### src/rtl/core/tds_pkg.sv
// Package: shared types and constants for the tridiagonal solver.
package tds_pkg;

  localparam int MaxRows = 64;
  localparam int IdxW    = $clog2(MaxRows);
  localparam int CntW    = $clog2(MaxRows + 1);

  localparam logic signed [63:0] QMax = 64'sd2147483647;
  localparam logic signed [63:0] QMin = -64'sd2147483648;

  typedef enum logic [1:0] {
    OP_MUL,
    OP_DIV
  } alu_op_t;

  typedef struct packed {
    logic    start;
    alu_op_t op;
  } alu_ctl_t;

  typedef enum logic [3:0] {
    ST_IDLE,
    ST_RD,
    ST_MUL_C,
    ST_PIV,
    ST_MUL_D,
    ST_DIV_C,
    ST_DIV_D,
    ST_WR,
    ST_BRD,
    ST_BMUL,
    ST_BOUT
  } state_t;

  function automatic logic signed [31:0] sat32(input logic signed [63:0] v);
    logic signed [31:0] r;
    if (v > QMax) r = 32'sh7FFFFFFF;
    else if (v < QMin) r = 32'sh80000000;
    else r = v[31:0];
    return r;
  endfunction

  function automatic logic signed [31:0] qsub(input logic signed [31:0] a,
                                              input logic signed [31:0] b);
    logic signed [63:0] t;
    t = 64'(a) - 64'(b);
    return sat32(t);
  endfunction

endpackage

### src/rtl/core/tds_store.sv
// Ratio memories: c' and d' with registered read.
module tds_store import tds_pkg::*; (
  input  logic               clk,
  input  logic               we,
  input  logic [IdxW-1:0]    waddr,
  input  logic signed [31:0] wc,
  input  logic signed [31:0] wd,
  input  logic [IdxW-1:0]    raddr,
  output logic signed [31:0] rc,
  output logic signed [31:0] rd
);

  logic signed [31:0] cmem [MaxRows];
  logic signed [31:0] dmem [MaxRows];

  always_ff @(posedge clk) begin
    if (we) begin
      cmem[waddr] <= wc;
      dmem[waddr] <= wd;
    end
    rc <= cmem[raddr];
    rd <= dmem[raddr];
  end

endmodule

### config.mk
export PLATFORM = sky130hd
export DESIGN_NAME = tds_store
export DESIGN_NICKNAME = d
export VERILOG_FILES = /design/src/rtl/core/tds_pkg.sv /design/src/rtl/core/tds_store.sv
export SDC_FILE = /design/constraint.sdc
export NUM_CORES = 2
export LEC_CHECK = 0
export BUFFER_PORTS_ARGS = -buffer_cell sky130_fd_sc_hd__buf_2
export CAP_MARGIN = 5
export CORE_ASPECT_RATIO = 0.6
export CORE_MARGIN = 2
export CORE_UTILIZATION = 25
export DETAILED_ROUTE_END_ITERATION = 8
export PLACE_DENSITY = 0.4
export SYNTH_ARGS = -nofsm -noshare
export SYNTH_HDL_FRONTEND = slang
export SYNTH_SLANG_ARGS = --single-unit
### constraint.sdc
create_clock -name clk -period 10 [get_ports clk]
set_clock_uncertainty 0.1 [all_clocks]
set_input_delay 0 -clock clk [delete_from_list [all_inputs] [get_ports clk]]
set_output_delay 0 -clock clk [all_outputs]
set_load 0.01 [all_outputs]
After elaboration in Yosys (flattened, before gate mapping)
Memories as Yosys holds them, arrays and structs flattened. A register that Yosys moved wholly into a read port is not among the register bits.
Cells that the tools add are included.
Word-level totals
  memories kept: 2
  flip-flop bits (word level): 0
  bits of input ports: 78
  logic and storage cells: 4
  memory bits (writable): 4096
Memory list
  cmem: words 64, width 32, rd ports 1, clocked after Yosys merged registers in 1, write ports 1, line tds_store.sv:13  | logic signed [31:0] cmem [MaxRows];
  dmem: words 64, width 32, rd ports 1, clocked after Yosys merged registers in 1, write ports 1, line tds_store.sv:14  | logic signed [31:0] dmem [MaxRows];
Cells by class
  muxes and demuxes: 2
Operators with widths (number)
  $mux 1: 2

Logic depth before layout (Yosys ltp)
  depth after elaboration: 2
  depth in mapped cells: 9

Worst setup path after synthesis
No wires, ideal clock.
  path type: input-to-reg
  start point: input waddr[4]
  end point: memory cmem[16][0], enable pin
  path buffers: 2
  data required time: 9.414 ns
  setup slack: 5.904 ns
  library setup time: 0.486 ns
  arrival: 3.510 ns
  stages on the path: 4
  cell sequence: clkbuf_1 -> or3b_2 -> clkbuf_1 -> nor2_1
RTL lines
  from (decl): line tds_store.sv:5  | input logic [IdxW-1:0] waddr,
  to (decl): line tds_store.sv:13
Straight into the memory's write port.

==> key figures <==
Route
  • # DRC: 0
  • WL final: 542000 um
  • Drt first pass iters: 5
  • DRT antenna net count: 0
  • Total number of vias: 76600
  • DRT iter0 DRCs: 11100
  • Vias/cell: 4.91
  • Avg WL per Cell: 34.8 um

Job
  • Max cap viols: 0

CTS
  • CTS-repair resized insts: 0
  • Clock slew at reported path FFs: 0.07 ns
  • CTS tree: done
  • Post-CTS Setup Bufs: 0
  • CTS sink count: 4160
  • H-tree Lvls: 5
  • CTS Root Cell: clkbuf_16
  • Clk_lat worst skew: 0.99 ns
  • Total CTS buffers: 377
  • Clock Path Buffers: 4
  • CTS Hold Bufs: 81

Synthesis
  • Post-synthesis sequential area ratio: 79.7%
  • EDFF count, synth: 4096
  • Mapped Avg Cell Area: 24.0 um^2
  • Gate Count Post-Synth: 6505
  • Cell variety after synth: 30
  • Synth warn: 0
  • Post-Syn Area: 0.156 mm^2
  • Yosys reg bits: 4160
  • Ys flop type: edfxtp_1
  • Area share of the largest cell type after synthesis: 78.9%
  • Area contributors post-synth: edfxtp_1 79%, mux4_2 15%, a22oi_1 1.2%, dfxtp_1 0.82%, mux2i_1 0.58%
  • Synth cell count leaders: 4096 x edfxtp_1, 1024 x mux4_2, 256 x a22oi_1
  • Biggest area consumer among synthesized cells: edfxtp_1
  • Post-synth ARST share: 0%
  • Top-count cell post-synth: edfxtp_1
  • Synthesized Nets: 6583

Placed design
  • Placer Congestion: 0.747
  • Pre-CTS setup slack: 5.59 ns
  • PortBufs: 141
  • Post-DP HPWL: 305000 um
  • Dpl cell area: 0.168 mm^2

Layout
  • Post-Layout Inst Area: 0.181 mm^2
  • Layout area overhead: 16.3%
  • Fillers: 59900
  • Nets: 7098
  • Multi-input gate area: 0.0302 mm^2
  • Layout cells sized above 1: 28.5%
  • FF/Latch Area: 0.124 mm^2

Floorplan
  • Num rows: 224
  • Core box area: 0.621 mm^2
  • Initial core utilization: 25.1%
  • DIE HEIGHT: 616 um
  • Die W: 1020 um
  • Die area: 0.630 mm^2
  • # IOs: 142

Hold path
  • Worst Hold Depth: 2
  • Hold endpoint: dmem[40][24]
  • Hold path start: wd[24]
  • Path category of the worst min-delay check: in -> reg

STA
  • Setup TNS: 0 ns
  • Crit share post-route: 39.1%
  • Final WS setup: 6.09 ns
  • Slew margin rel.: 5.52%
  • Post-layout min period: 3.91 ns
  • Max Slew Vio Count: 0
  • Final hold slack: 0.0936 ns
  • Highest Clock Rate: 0.256 GHz
  • RSZ-0062 raised after global routing: no
  • Worst-Margin Slew: 1.41 ns
  • Final Hold Viols: 0
  • Finish-stage setup viols: 0

Setup path
  • CP delay by family, top: buffers and inverters
  • CP required: 10.72 ns
  • CP bufs+invs: 5
  • WS Path Type: in -> reg
  • Crit path DAT: 4.63 ns
  • Reg2Reg Depth: 4
  • Critical path startpoint category: primary input
  • Worst reg2reg path startpoint: dmem[19][10]
  • R2r endpoint: rd[10]
  • Cells along the critical path: dlygate4sd3_1 -> buf_8 -> buf_12 -> buf_4 -> or3_1 -> buf_4 -> o22ai_1 -> a211oi_1 -> o211a_1
  • CP max FO: 51
  • Cell mode on critical path: buf_4
  • Critical path's largest stage delay: 0.91 ns
  • R2R Setup Slk: 7.40 ns
  • Crit path max-delay cell type: a211oi_1
  • Worst setup EP type: flip-flop

Global route
  • GR Overflow Total: 0
  • Largest net degree at the start of global routing: 92
  • GRT Total Usage: 16.8%
  • First-pass GRT wire length: 721000 um
  • Vias in the first global route: 76900
  • Initial antenna violation count: 80

Pwr
  • P_leak: 54.7 nW
  • Psw: 8.18 mW
  • Total power: 36.2 mW
  • Gate power share: 5.3%
  • Maximum vdd drop: 0.162 mV
  • Net Sw Frac: 22.6%
  • Clk pwr share: 41.1%
  • Internal power: 28.0 mW
  • Power per cell area: 200 mW/mm^2
  • Share of power burned in registers: 53.6%

Outcome
  • Status: finished clean
worst register-to-register path: stages, from the launching register on:
cell and delay [ns]:
edfxtp_1 0.36, mux4_2 0.49, a22oi_1 1.05, nand3_1 0.29, o211a_1 0.20
power groups by stage:
stage	clock network [mW]	registers (mW)	logic, mW
2_1_floorplan	0	19.7	0.892
3_3_place_gp	0	19.8	1.93
3_5_place_dp	0	19.8	1.95
4_1_cts	15.2	19.4	1.98
5_1_grt	15.8	19.4	2.05
6_report	14.9	19.4	1.94
metrics by stage:
step	instances	utilization, %
2_1_floorplan	6505	-
3_3_place_gp	14800	27.1
3_5_place_dp	14800	27.1
4_1_cts	15600	29.2
5_1_grt	15600	29.2
6_report	15600	29.2
sequential cells by signal (all words and copies together), names as in the netlist:
name and cells:
rd 32, rc 32, dmem 2048, cmem 2048
layout make-up:
cell class	instances	share of cell area, %
antenna	11	0.0152
inverter	1	0.00207
tap	8249	5.69
clock inverter	189	1.07
sequential	4160	68.6
multi-input combinational	1967	16.7
timing repair buffer	513	2.23
clock buffer	510	5.73
cell usage in the layout, fill, tap and decap left out, types with 2 or more instances in the layout:
| cell | n |
|---|---|
| a211oi_1 | 56 |
| a211oi_2 | 7 |
| a21oi_1 | 24 |
| a22oi_1 | 256 |
| and2_4 | 3 |
| buf_12 | 23 |
| buf_2 | 126 |
| buf_4 | 280 |
| buf_8 | 2 |
| bufinv_16 | 31 |
| clkbuf_1 | 94 |
| clkbuf_16 | 383 |
| clkbuf_8 | 33 |
| clkinv_1 | 59 |
| clkinv_16 | 6 |
| clkinv_2 | 68 |
| clkinv_4 | 2 |
| clkinv_8 | 7 |
| clkinvlp_4 | 7 |
| dfxtp_1 | 64 |
| diode_2 | 11 |
| dlygate4sd3_1 | 81 |
| edfxtp_1 | 4096 |
| inv_6 | 9 |
| mux2i_1 | 90 |
| mux4_2 | 1024 |
| nand2_1 | 6 |
| nand2b_2 | 2 |
| nand3_1 | 133 |
| nand3b_1 | 4 |
| nor2_1 | 43 |
| nor2_4 | 67 |
| nor2b_1 | 3 |
| nor2b_4 | 4 |
| o211a_1 | 64 |
| o221ai_1 | 64 |
| o22ai_1 | 102 |
| or2_2 | 2 |
| or3_1 | 3 |
| or3b_2 | 2 |
metal layers:
metal	share of wire, %	track usage (%)	vias up
met5	0.012	0	-
met3	7.5	2.86	493
met1	47	26.0	43400
met4	1.7	2.54	12
met2	44	25.0	3288
li1	-	-	29300
worst max-delay path by stage:
| stage | end | startpoint | slack [ns] | cells after the start |
|---|---|---|---|---|
| after floorplan | cmem[16][0] | waddr[4] | 5.90 | 4 |
| after global placement | rd[24] | raddr[0] | 5.60 | 8 |
| after detailed placement | rd[24] | raddr[0] | 5.59 | 8 |
| after CTS | rd[24] | raddr[0] | 5.95 | 9 |
| after global routing | rd[30] | raddr[0] | 5.81 | 9 |
| final | rc[22] | raddr[1] | 6.09 | 9 |
logic make-up after synthesis:
kind of cell | Yosys count | synth area share [%]
buffers and inverters | 378 | 1.24
flip-flops | 4160 | 79.7
AND/OR/NAND/NOR | 278 | 0.831
AO/OA/AOI/OAI | 575 | 2.80
multiplexers | 1114 | 15.4
No activity file was read; power rests on OpenSTA's default activity.
